**config.mk**
```make
export PLATFORM = sky130hd
export DESIGN_NAME = maf_cell
export DESIGN_NICKNAME = d
export VERILOG_FILES = /design/src/sv/maf_pkg.sv /design/src/sv/maf_cell.sv
export SDC_FILE = /design/constraint.sdc
export NUM_CORES = 1
export LEC_CHECK = 0
export BUFFER_PORTS_ARGS = -buffer_cell sky130_fd_sc_hd__buf_4
export CAP_MARGIN = 30
export CORE_UTILIZATION = 46
export DETAILED_ROUTE_END_ITERATION = 7
export GPL_ROUTABILITY_DRIVEN = 0
export PLACE_DENSITY = 0.75
export SYNTH_ARGS = -nofsm -noshare
export SYNTH_HDL_FRONTEND = slang
export SYNTH_SLANG_ARGS = --single-unit
```
**constraint.sdc**
```tcl
create_clock -name clock -period 6.45 [get_ports clock]
set_clock_uncertainty 0.15 [all_clocks]
set_input_delay 0.645 -clock clock [delete_from_list [all_inputs] [get_ports clock]]
set_output_delay 0.645 -clock clock [all_outputs]
set_load 0.005 [all_outputs]
```
**src/sv/maf_pkg.sv**
```systemverilog
// Shared types and codes for the MAC address allow/deny filter.
// Used by maf_cell and mac_allow_deny_filter; no dependencies.
package maf_pkg;

   localparam int TableDepthDefault = 64;
   localparam int AddrWidth         = 48;

   // actions
   localparam logic [1:0] ACT_CHECK  = 2'd0;
   localparam logic [1:0] ACT_ADD    = 2'd1;
   localparam logic [1:0] ACT_DELETE = 2'd2;
   localparam logic [1:0] ACT_CLEAR  = 2'd3;

   // filter modes; the spare code filters nothing, like off
   localparam logic [1:0] MODE_OFF   = 2'd0;
   localparam logic [1:0] MODE_ALLOW = 2'd1;
   localparam logic [1:0] MODE_DENY  = 2'd2;
   localparam logic [1:0] MODE_SPARE = 2'd3;

   // result status
   localparam logic [1:0] ST_OK        = 2'd0;
   localparam logic [1:0] ST_NOT_FOUND = 2'd1;
   localparam logic [1:0] ST_FULL      = 2'd2;

   // command token walking down the cell chain
   typedef struct packed {
      logic                 active;
      logic [1:0]           action;
      logic [AddrWidth-1:0] addr;
      logic                 hit;    // match seen, or entry already claimed/removed
   } token_type;

endpackage

```
**src/sv/maf_cell.sv**
```systemverilog
// One table entry of the filter: address, valid bit and one token stage.
// Depends on maf_pkg.
module maf_cell
   import maf_pkg::*;
(
   input  logic      clock,
   input  logic      reset,
   input  token_type tok_up,
   output token_type tok_dn
);

   logic [AddrWidth-1:0] addr_ff;
   logic [AddrWidth-1:0] addr_in;
   logic                 valid_ff;
   logic                 valid_in;
   token_type            tok_dn_ff;
   token_type            tok_dn_in;
   logic                 match;

   assign match  = valid_ff && (addr_ff == tok_up.addr);
   assign tok_dn = tok_dn_ff;

   always_comb begin
      addr_in   = addr_ff;
      valid_in  = valid_ff;
      tok_dn_in = tok_up;
      if (tok_up.active) begin
         case (tok_up.action)
            ACT_CHECK: begin
               if (match) tok_dn_in.hit = 1'b1;
            end
            ACT_ADD: begin
               // first free entry along the chain takes the address
               if (!tok_up.hit && !valid_ff) begin
                  addr_in       = tok_up.addr;
                  valid_in      = 1'b1;
                  tok_dn_in.hit = 1'b1;
               end
            end
            ACT_DELETE: begin
               if (!tok_up.hit && match) begin
                  valid_in      = 1'b0;
                  tok_dn_in.hit = 1'b1;
               end
            end
            ACT_CLEAR: begin
               valid_in = 1'b0;
            end
            default: begin
               valid_in = valid_ff;
            end
         endcase
      end
   end

   always_ff @(posedge clock) begin
      if (reset) begin
         valid_ff  <= 1'b0;
         tok_dn_ff <= '0;
      end else begin
         valid_ff  <= valid_in;
         tok_dn_ff <= tok_dn_in;
      end
   end

   always_ff @(posedge clock) begin
      addr_ff <= addr_in;
   end

endmodule

```
[Word level (Yosys, flattened, before mapping)]
Cells that the tools add are included.
Operators by class
  eq/ne operators: 6
  muxes and demuxes: 8
  reductions and logical operators: 9
Operators by type and width (count)
  $eq A48 B48 Y1: 1
  $mux W1: 6
  $pmux W1 S3: 2
  $eq A2 B2 Y1 const B: 2
  $ne A2 B2 Y1 const B: 2
  $reduce_and A4 Y1: 1
  $logic_and A1 B1 Y1: 3
  $reduce_and A3 Y1: 1
  $reduce_bool A3 Y1: 1
  $eq A2 B1 Y1 const B: 1
  $logic_not A1 Y1: 2
  $logic_not A2 Y1: 1
Storage, ports and cells
  register bits after elaboration: 101
  input bits: 54
  output and inout port bits: 52

[Logic depth before layout (Yosys ltp)]
Gate-level depths: netlist of the first run.
  depth after elaboration: 6
  mapped depth: 6
  mapped depth without buffers: 6

[Worst setup path before layout of the first run]
Ideal clock, no wire load.
  path kind: in2reg
  start point: input tok_up[50] (netlist name)
  end point: register addr_ff[0] (enable)
  arrival time: 5.490 ns
  required time: 5.725 ns
  setup slack: 0.235 ns
  stages on the path: 3
  path buffers: 0
  path through: inv_1 > ha_1 > nor4bb_1
On the way
  word-level cells in the longest chain between the ends: 2
Ends and longest elaborated chain
  from (decl): RTL line maf_cell.sv:8  | input token_type tok_up,
  $eq A2 B1 Y1: RTL line maf_cell.sv:28  | case (tok_up.action)
  $reduce_and A3 Y1 (no source line)
  to (signal assigned): RTL line maf_cell.sv:67  | addr_ff <= addr_in;
  to (decl): RTL line maf_cell.sv:12  | logic [AddrWidth-1:0] addr_ff;
No other way between the ends.
A chain may end at the register's enable or synchronous reset.

[Worst setup path in the final report of the first run]
  start point: register addr_ff[23]
  end point: register valid_ff
On the way
  word-level cells in the longest chain between the ends: 5
Ends and longest elaborated chain
  $eq A48 B48 Y1: RTL line maf_cell.sv:20  | assign match = valid_ff && (addr_ff == tok_up.addr);
  $logic_and A1 B1 Y1: RTL line maf_cell.sv:20
  $logic_and A1 B1 Y1: RTL line maf_cell.sv:41  | if (!tok_up.hit && match) begin
  $ne A2 B2 Y1 (no source line)
  $reduce_and A4 Y1 (no source line)
  to (signal assigned): RTL line maf_cell.sv:61  | valid_ff <= valid_in;
  to (decl): RTL line maf_cell.sv:14  | logic valid_ff;
No other way between the ends.

==> summary.txt, run 1 <==
Status - complete, no violations
Site row count - 31
Slew margin rel. - 59.0%
Vias per cell - 4.61
Crit start category - flip-flop
Arr. time, crit path - 2.09 ns
Leading area contributor after synthesis - edfxtp_1
Syn Nets - 305
Fin nets - 417
RSZ-0062 raised after global routing - no
Max Cap Violations - 0
Top delay family on crit path - simple AND/OR/NAND/NOR gates
First-pass GRT wire length - 9380 um
Period utilisation layout - 31.5%
Pin count of the biggest net entering global routing - 54
Library cells used by synthesis - 26
Most used cell, CP - nand4_1
Post-synth top area share - 40.9%
Post-CTS resize count - 0
Remaining DRCs - 0
Final Hold Viols - 0
Register area share after synthesis - 70.9%
Fmax - 492 MHz
Gr usage total - 15.9%
# placed instances - 446
#FFs+latches synth - 101
Actual slew at the worst max-slew pin - 0.614 ns
CTS tree - built
Mapped Area - 3530 um2
H-tree depth - 3
Setup WS post-layout - 4.42 ns
Dpl hpwl - 4300 um
Critical Path RT - 6.51 ns
Min cycle time layout - 2.03 ns
# port buffers - 105
CTS sink cnt - 101
Initial Util - 48.1%
Cells after Synth - 246
Vias in the first global route - 2,005
Die width - 89.6 um
Final Slew Violations - 0
Final setup fails - 0
Drt pass-1 iters - 7
Post-synth EDFFs - 48
Number of DRC markers in iteration 0 - 58
Worst-path cell chain - xnor2_1, nand4_1, nor4_1, nand4_1, o311ai_1, a31oi_1
CP Buf/Inv Count - 0
# IOs - 106
Die H - 89.6 um
Leak - 0.00183 uW
Ranking of synthesized cells by area - edfxtp_1 (41%), dfxtp_1 (30%), nor2b_1 (8.7%)
Warnings from Yosys - 0
Syn Area/Cell - 14.3 um2
Synth-to-Final Area Change - 31.0%
Clock Latency Late Sink - 0.35 ns
Peak supply drop - 0.000127 V
Post-CTS Setup Inserts - 0
Root Driver - clkbuf_8
# hold bufs at CTS - 0
Final ANT Viol Nets - 0
WL final - 6290 um
Antenna fix cells - 0
Deepest clock path buffer count - 2
Worst setup EP type - flip-flop
Layout cells sized above 1 - 33.9%
Synth Flop Type - dfxtp_1
Post-layout util - 63.0%
WL/cell - 13.6 um
Cell Pwr Density - 252 nW/um2
CP max stage delay - 0.41 ns
Clk slew on worst S/H paths - 0.10 ns
Commonest non-fill, non-tap cell in the layout - buf_4
HP Class - input pin to flip-flop
Area of the core - 7330 um2
Commonest non-fill, non-tap cells in the layout - buf_4 (106), dfxtp_1 (53), nor2b_1 (49)
Setup TNS - 0 ns
Total gr overflow - 0
Number of antenna violations at the first check in global routing - 0
Setup WS pre-CTS - 4.05 ns
Crit path max fanout - 2
Crit Path Class - flip-flop to flip-flop
WHS - 0.334 ns
Worst path slowest cell - edfxtp_1
Via Count - 2,131
Die ar. - 8020 um2
Post-synth ARST share - 0%
Fin cells - 462
CTS Buf Count - 9
## state kept, by name, summed over array words and instances, names as in the netlist
name and cells:
valid_ff 1, tok_dn 52, addr_ff 48
## worst paths after layout
path                            slack (ns)          end   startpoint  cells after the start
worst max-delay path                  4.42     valid_ff  addr_ff[23]                      6
worst max register to register        4.42     valid_ff  addr_ff[23]                      6
worst min-delay path                  0.33  addr_ff[44]   tok_up[45]                      1
worst min register to register        0.45     valid_ff     valid_ff                      2
## Yosys cell counts, drive strengths merged (2+ instances only)
cell / number
nor2b: 49
nor3: 2
nand4: 9
edfxtp: 48
nor4: 4
xnor2: 31
ha: 5
dfxtp: 53
nor2: 6
clkbuf: 5
inv: 7
xor2: 13
## cell type report
class	count	area, um2
fill	562	2710
sequential	101	2500
multi-input combinational	133	996
timing repair buffer	106	796
clock buffer	9	124
tap	99	124
clock inverter	7	52.6
inverter	7	26.3
## power breakdown
| part | switching, uW | internal (uW) |
|---|---|---|
| logic | 45.9 | 64.1 |
| registers | 7.37 | 694 |
| clock network | 212 | 141 |
| total | 266 | 899 |
## worst register-to-register path, cell delays in order (launching register included)
cell	delay [ns]
edfxtp_1	0.41
xnor2_1	0.16
nand4_1	0.16
nor4_1	0.36
nand4_1	0.22
o311ai_1	0.30
a31oi_1	0.13
## kinds of logic after synthesis
kind of cell / after synthesis / synth area share [%]
compound gates: 10 / 2.38
xor+xnor: 44 / 10.9
fa+ha+maj: 5 / 1.77
buf+inv: 12 / 1.28
flops: 101 / 70.9
simple gates: 74 / 12.7
## routing by layer
metal / share of wire, % / wire length [um] / global-route usage (%) / vias to the layer above
met5: 0 / 0 / 0 / -
met4: 1.4 / 89 / 7.36 / 0
met3: 5.3 / 335 / 3.75 / 8
met2: 47 / 2960 / 25.3 / 65
met1: 46 / 2900 / 20.7 / 1001
li1: - / - / - / 1057
## per-stage QoR
stage	instance area (um2)	power, uW
6_report	4620	1170
5_1_grt	4620	1210
4_1_cts	4620	1180
3_5_place_dp	4440	828
3_3_place_gp	4440	826
2_1_floorplan	3530	757
(Power assumes the default switching activity.)
==> run 2: changes to the inputs <==
--- a/config.mk
+++ b/config.mk
@@ -5,12 +5,13 @@
 export SDC_FILE = /design/constraint.sdc
 export NUM_CORES = 1
 export LEC_CHECK = 0
+export ABC_AREA = 1
 export BUFFER_PORTS_ARGS = -buffer_cell sky130_fd_sc_hd__buf_4
 export CAP_MARGIN = 30
-export CORE_UTILIZATION = 46
+export CORE_UTILIZATION = 47
 export DETAILED_ROUTE_END_ITERATION = 7
 export GPL_ROUTABILITY_DRIVEN = 0
-export PLACE_DENSITY = 0.75
+export PLACE_DENSITY = 0.76
 export SYNTH_ARGS = -nofsm -noshare
 export SYNTH_HDL_FRONTEND = slang
 export SYNTH_SLANG_ARGS = --single-unit
==> constraint.sdc (replaced) <==
create_clock -name clock -period 1.66 [get_ports clock]
set_clock_uncertainty 0.15 [all_clocks]
set_input_delay 0.166 -clock clock [delete_from_list [all_inputs] [get_ports clock]]
set_output_delay 0.166 -clock clock [all_outputs]
set_load 0.005 [all_outputs]
==> run 2 against run 1 <==
Compared with the run above:
- the run now ends with setup timing left
- worst setup slack lost 4.5 ns
- combinational power grew to 5.6 times the previous value
- clock-buffer cell count grew 2
- register-to-register slack lost 4.4 ns
- sequential power grew to 3.9 times the previous value
- core utilization grew 10 points
- worst hold slack lost 0.27 ns
- sequential cell count is the same
- area after synthesis grew 10%
- via count grew 53%
- synthesized cell count grew 76%
- final area grew 25%
- highest routed layer unchanged
==> summary.txt, run 2 <==
Leading area contributor after synthesis - edfxtp_1 (unchanged)
Critical Path RT - 1.80 ns (was 6.51 ns)
Warnings from Yosys - 0 (unchanged)
Post-synth ARST share - 0% (unchanged)
Crit start category - input pin (was flip-flop)
Number of antenna violations at the first check in global routing - 0 (unchanged)
Site row count - 32 (was 31)
Worst setup EP type - flip-flop (unchanged)
Worst R2R Path Depth - 11 (was 6)
Final Slew Violations - 0 (unchanged)
Most frequent cells after synthesis - nand2_1 (122), inv_1 (88), nor2_1 (84) (was dfxtp_1 (53), nor2b_1 (49), edfxtp_1 (48))
Die width - 92.9 um (was 89.6 um)
Die ar. - 8620 um2 (was 8020 um2)
Crit Path Class - input pin to flip-flop (was flip-flop to flip-flop)
Clk slew on worst S/H paths - 0.09 ns (was 0.10 ns)
Vias per cell - 4.51 (was 4.61)
Crit path max fanout - 2 (unchanged)
Syn Nets - 493 (was 305)
Hold path cells - 2 (was 1)
Internal power - 3640 uW (was 899 uW)
Remaining DRCs - 0 (unchanged)
Net Sw Frac - 23.6% (was 22.8%)
Via Count - 3,250 (was 2,131)
Ranking of synthesized cells by area - edfxtp_1 (37%), dfxtp_1 (27%), nand2_1 (12%) (was edfxtp_1 (41%), dfxtp_1 (30%), nor2b_1 (8.7%))
Layout cells sized above 1 - 22.3% (was 33.9%)
Gr usage total - 22.2% (was 15.9%)
# port buffers - 105 (unchanged)
Total gr overflow - 0 (unchanged)
Syn Area/Cell - 8.94 um2 (was 14.3 um2)
Dpl hpwl - 6020 um (was 4300 um)
Worst path slowest cell - dlygate4sd3_1 (was edfxtp_1)
CTS Buf Count - 9 (unchanged)
Post-synth top area share - 37.1% (was 40.9%)
RSZ-0062 raised after global routing - yes (was no)
Synth-to-Final Area Change - 48.4% (was 31.0%)
Vias in the first global route - 3,215 (was 2,005)
Sequential Power Share - 57.3% (was 60.2%)
Mapped Area - 3880 um2 (was 3530 um2)
GRT met3 Usage - 4.68% (was 3.75%)
Global route hottest layer - met2 (unchanged)
Initial Util - 49.4% (was 48.1%)
Deepest clock path buffer count - 2 (unchanged)
Combinational Power Share - 13.0% (was 9.4%)
CTS sink cnt - 101 (unchanged)
Placed Area - 4840 um2 (was 4440 um2)
Root Driver - clkbuf_8 (unchanged)
First-pass GRT wire length - 14,600 um (was 9380 um)
Post-synth EDFFs - 48 (unchanged)
#FFs+latches synth - 101 (unchanged)
Cell Pwr Density - 827 nW/um2 (was 252 nW/um2)
Failing checks - setup timing
WL final - 9440 um (was 6290 um)
Peak supply drop - 0.000381 V (was 0.000127 V)
Register area share after synthesis - 64.5% (was 70.9%)
Finished layout cell area - 5760 um2 (was 4620 um2)
WL/cell - 13.1 um (was 13.6 um)
Status - complete, but fails checks (was complete, no violations)
Clock Latency Late Sink - 0.36 ns (was 0.35 ns)
Final ANT Viol Nets - 0 (unchanged)
Cells after Synth - 434 (was 246)
Clock share of power - 29.7% (was 30.3%)
# IOs - 106 (unchanged)
Antenna fix cells - 0 (unchanged)
Pin count of the biggest net entering global routing - 40 (was 54)
Area of the core - 7850 um2 (was 7330 um2)
Max reg flops - 52 (unchanged)
Fmax - 575 MHz
Leak - 0.00287 uW (was 0.00183 uW)
Met1 track demand over resource - 27.0% (was 20.7%)
Actual slew at the worst max-slew pin - 0.428 ns (was 0.614 ns)
Final Hold Viols - 0 (unchanged)
Worst-path cell chain - buf_4, dlygate4sd3_1, inv_1, nand2_1, nand2_1, nor2_1, nand2_1, nor2_1, nand2_1, nor2_2, nand2_1, a21oi_2, nand2_1, a21oi_2 (was xnor2_1, nand4_1, nor4_1, nand4_1, o311ai_1, a31oi_1)
Net switching power - 1130 uW (was 266 uW)
Fin nets - 673 (was 417)
Arr. time, crit path - 1.88 ns (was 2.09 ns)
Number of DRC markers in iteration 0 - 173 (was 58)
Most used cell, CP - nand2_1 (was nand4_1)
Overall power - 4760 uW (was 1170 uW)
Drt pass-1 iters - 4 (was 7)
Period utilisation layout - 105%
Commonest non-fill, non-tap cell in the layout - nand2_1 (was buf_4)
H-tree depth - 3 (unchanged)
Max Cap Violations - 0 (unchanged)
CP max stage delay - 0.56 ns (was 0.41 ns)
Setup WS post-layout - -0.0789 ns (was 4.42 ns)
Final setup fails - 2 (was 0)
Slew margin rel. - 71.5% (was 59.0%)
CTS tree - built (unchanged)
Met2 GRT Util - 39.8% (was 25.3%)
Die H - 92.9 um (was 89.6 um)
Library cells used by synthesis - 19 (was 26)
Synth Flop Type - dfxtp_1 (unchanged)
Most common cell in the synthesized netlist - nand2_1 (was dfxtp_1)
Min cycle time layout - 1.74 ns
HP Class - input pin to flip-flop (unchanged)
Commonest non-fill, non-tap cells in the layout - nand2_1 (121), buf_4 (103), inv_1 (87) (was buf_4 (106), dfxtp_1 (53), nor2b_1 (49))
==> run 2: layer usage <==
metal / vias up / routed length [um] / share of wire [%]
li1: 1651 / - / -
met1: 1482 / 3980 / 42
met2: 106 / 4760 / 50
met3: 11 / 576 / 6.1
met4: 0 / 123 / 1.3
met5: - / 0 / 0
==> run 2: worst paths after layout <==
check | from | slack (ns) | end
setup reg to reg | addr_ff[38] | -0.02 | tok_dn[0]
hold / removal | tok_up[27] | 0.06 | addr_ff[26]
hold reg to reg | valid_ff | 0.42 | valid_ff
setup / recovery | tok_up[7] | -0.08 | tok_dn[0]
==> run 2: cells by family after synthesis <==
logic type	share of synthesized area [%]
adders and majority gates	1.61
AOI/OAI and AO/OA	2.10
buffers and inverters	9.19
DFF	64.5
xor gates and xnor gates	1.81
and+or+nand+nor	20.8
==> run 2: worst max-delay path: cells and delay by family <==
family / cells / cell delay, ns
and+or+nand+nor: 9 / 0.81
AOI/OAI and AO/OA: 2 / 0.21
buffers and inverters: 3 / 0.70
==> run 2: area by class of cell <==
class                   count  area, um2
repair buffers            175       1570
clock buffers              11        141
fillers                   579       2090
well taps                 102        128
multi-input cells         238       1050
clock inverters             5       35.0
inverters                  89        334
flip-flops and latches    101       2500
==> run 2: timing repair <==
action | in CTS | in global routing
resized for setup | 0 | 8
endpoints found under the setup margin | 0 | 50
endpoints found under the hold margin | 101 | 0
buffers inserted | 0 | 2
hold buffers | 64 | 0
==> run 2: power by group through the flow <==
stage                     clock (uW)  sequential [uW]  combinational (uW)
final                           1410             2730                 621
after global placement             0             2780                 463
after CTS                       1460             2730                 599
after detailed placement           0             2790                 477
after global routing            1560             2740                 682
after floorplan                    0             2790                 181
==> run 2: through the flow <==
stage	setup slack [ns]	TNS (ns)	hold slack [ns]	util, %	cells
finish	-0.0789	-0.105	0.0604	73.4	721
global route	-0.194	-0.353	0.0446	73.4	721
CTS	0.00117	0	0.0651	72.1	718
detailed placement	0.0457	0	0.206	61.6	638
global placement	0.0979	0	0.205	61.6	638
floorplan	-0.120	-5.76	0.115	-	434
==> run 3: changes to the inputs <==
--- a/config.mk
+++ b/config.mk
@@ -5,13 +5,12 @@
 export SDC_FILE = /design/constraint.sdc
 export NUM_CORES = 1
 export LEC_CHECK = 0
-export ABC_AREA = 1
 export BUFFER_PORTS_ARGS = -buffer_cell sky130_fd_sc_hd__buf_4
 export CAP_MARGIN = 30
-export CORE_UTILIZATION = 47
+export CORE_UTILIZATION = 46
 export DETAILED_ROUTE_END_ITERATION = 7
 export GPL_ROUTABILITY_DRIVEN = 0
-export PLACE_DENSITY = 0.76
+export PLACE_DENSITY = 0.75
 export SYNTH_ARGS = -nofsm -noshare
 export SYNTH_HDL_FRONTEND = slang
 export SYNTH_SLANG_ARGS = --single-unit
==> run 3 against run 2 <==
Compared with the run above:
- the flow still finishes with violations (setup timing)
- worst setup slack lost 0.11 ns
- non-clock buffer count shrank 3
- sequential share of layout area is 3.2 points higher
- critical path depth is 6 lower
- combinational power fell by 8.9%
- register-to-register slack got worse by 0.16 ns
- clock-buffer cell count up 2
- clock power is 13% higher
- global-route usage decreased by 2.5 points
- maximum frequency decreased by 6.1%
- via count down 26%
- final cell count shrank 27%
- critical path type unchanged
- highest routed layer unchanged
==> summary.txt, run 3 (synthesis gave the netlist of run 1 again) <==
Overall power - 4890 uW (was 4760 uW)
Fillers - 500 (was 579)
Final Slew Violations - 0 (unchanged)
Vias per cell - 4.57 (was 4.51)
HP Class - input pin to flip-flop (unchanged)
First-pass GRT wire length - 11,500 um (was 14,600 um)
GRT met3 Usage - 4.66% (was 4.68%)
Worst-path cell chain - buf_4, dlygate4sd3_1, inv_1, nor2_1, a2111oi_2, nand4_1, o311ai_2, a31oi_1 (was buf_4, dlygate4sd3_1, inv_1, nand2_1, nand2_1, nor2_1, nand2_1, nor2_1, nand2_1, nor2_2, nand2_1, a21oi_2, nand2_1, a21oi_2)
Met2 GRT Util - 31.7% (was 39.8%)
Met1 track demand over resource - 25.9% (was 27.0%)
WL final - 7460 um (was 9440 um)
Final ANT Viol Nets - 0 (unchanged)
Remaining DRCs - 0 (unchanged)
Vias in the first global route - 2,363 (was 3,215)
Clock Latency Late Sink - 0.35 ns (was 0.36 ns)
Via Count - 2,411 (was 3,250)
Final setup fails - 2 (unchanged)
Number of antenna violations at the first check in global routing - 0 (unchanged)
Multi-input logic area - 1040 um2 (was 1050 um2)
Min cycle time layout - 1.85 ns (was 1.74 ns)
Register area - 2500 um2 (unchanged)
Commonest non-fill, non-tap cell in the layout - buf_4 (was nand2_1)
Gr usage total - 19.7% (was 22.2%)
Crit Path Class - input pin to flip-flop (unchanged)
Die H - 89.6 um (was 92.9 um)
Max Cap Violations - 0 (unchanged)
Dpl hpwl - 4630 um (was 6020 um)
Cell Pwr Density - 911 nW/um2 (was 827 nW/um2)
Crit start category - input pin (unchanged)
Die width - 89.6 um (was 92.9 um)
Die ar. - 8020 um2 (was 8620 um2)
CTS sink cnt - 101 (unchanged)
Setup WS post-layout - -0.191 ns (was -0.0789 ns)
Total gr overflow - 0 (unchanged)
Max reg flops - 52 (unchanged)
Antenna fix cells - 0 (unchanged)
Failing checks - setup timing (unchanged)
Worst setup EP type - flip-flop (unchanged)
Fin cells - 528 (was 721)
Critical Path RT - 1.74 ns (was 1.80 ns)
Leak - 0.00217 uW (was 0.00287 uW)
RSZ-0062 raised after global routing - yes (unchanged)
Clk slew on worst S/H paths - 0.09 ns (about the same)
Deepest clock path buffer count - 2 (unchanged)
CTS Buf Count - 9 (unchanged)
# port buffers - 105 (unchanged)
Fmax - 540 MHz (was 575 MHz)
Period utilisation layout - 112% (was 105%)
Initial Util - 48.1% (was 49.4%)
WL/cell - 14.1 um (was 13.1 um)
Arr. time, crit path - 1.93 ns (was 1.88 ns)
# placed instances - 455 (was 638)
Peak supply drop - 0.000490 V (was 0.000381 V)
# IOs - 106 (unchanged)
Pin count of the biggest net entering global routing - 35 (was 40)
CTS tree - built (unchanged)
Crit path max fanout - 3 (was 2)
CP max stage delay - 0.57 ns (was 0.56 ns)
Synth-to-Final Area Change - 52.1% (was 48.4%)
Root Driver - clkbuf_8 (unchanged)
Global route hottest layer - met2 (unchanged)
Actual slew at the worst max-slew pin - 0.294 ns (was 0.428 ns)
Post-layout util - 73.2% (was 73.4%)
WHS - 0.128 ns (was 0.0604 ns)
Number of DRC markers in iteration 0 - 98 (was 173)
Drt pass-1 iters - 5 (was 4)
H-tree depth - 3 (unchanged)
Fin nets - 483 (was 673)
Slew margin rel. - 80.2% (was 71.5%)
Worst path slowest cell - dlygate4sd3_1 (unchanged)
Area of the core - 7330 um2 (was 7850 um2)
Setup TNS - -0.367 ns (was -0.105 ns)
Layout cells sized above 1 - 33.3% (was 22.3%)
Site row count - 31 (was 32)
Commonest non-fill, non-tap cells in the layout - buf_4 (115), dlygate4sd3_1 (54), dfxtp_1 (52) (was nand2_1 (121), buf_4 (103), inv_1 (87))
Status - complete, but fails checks (unchanged)
Final Hold Viols - 0 (unchanged)
-- run 3: changes by cell type in the layout (fill, tap and decap cells not counted), sizes merged, moves of 3 or more --
cell,change
nand2,-121
inv,-82
nor2,-80
nor2b,+49
xnor2,+25
xor2,+11
buf,+10
nand4,+9
dlygate4sd3,-7
nor4,+4
o21ai,-4
dlymetal6s4s,-3
nand3,-3
-- run 3: repair_timing --
item                                   CTS  global route
endpoints found under the hold margin   99             0
setup buffers                            1             1
setup endpoints to repair                2            21
gates cloned                             0             1
pin swaps                                3             3
gates resized for setup                  2             6
hold buffers                            54             0
-- run 3: cell type report --
type / instances / area share, %
flip-flops and latches: 101 / 46.7
repair buffers: 172 / 27.1
multi-input cells: 133 / 19.4
clock buffers: 13 / 3.57
well taps: 99 / 2.31
inverters: 7 / 0.490
clock inverters: 3 / 0.420
-- run 3: worst max-delay path: cells and delay by family --
family / cells / cell delay (ns)
AO/OA/AOI/OAI: 3 / 0.70
buffers and inverters: 3 / 0.79
AND/OR/NAND/NOR: 2 / 0.28
-- run 3: per-layer routing --
layer / part of all wire (%) / vias up
met2: 48 / 80
met5: 0 / -
met3: 5.0 / 7
li1: - / 1199
met4: 1.3 / 0
met1: 46 / 1125
-- run 3: where the power goes --
| part | leakage (uW) | switching, uW | internal [uW] | total, uW |
|---|---|---|---|---|
| clock | 0.000110 | 815 | 777 | 1590 |
| sequential | 0.000877 | 30.5 | 2700 | 2730 |
| combinational | 0.00118 | 212 | 353 | 566 |
| total | 0.00217 | 1060 | 3830 | 4890 |
-- run 3: worst paths after layout --
check	startpoint	cells past startpoint	endpoint	slack (ns)
worst max-delay path	tok_up[10]	8	valid_ff	-0.19
worst min-delay path	tok_up[50]	4	valid_ff	0.13
worst max register to register	addr_ff[27]	6	valid_ff	-0.18
worst min register to register	valid_ff	2	valid_ff	0.42
-- run 3: per-stage QoR --
stage / cell area (um2) / worst slack [ns]
6_report: 5370 / -0.191
3_5_place_dp: 4550 / -0.227
5_1_grt: 5370 / -0.305
3_3_place_gp: 4550 / -0.0932
2_1_floorplan: 3560 / -0.914
4_1_cts: 5320 / -0.224
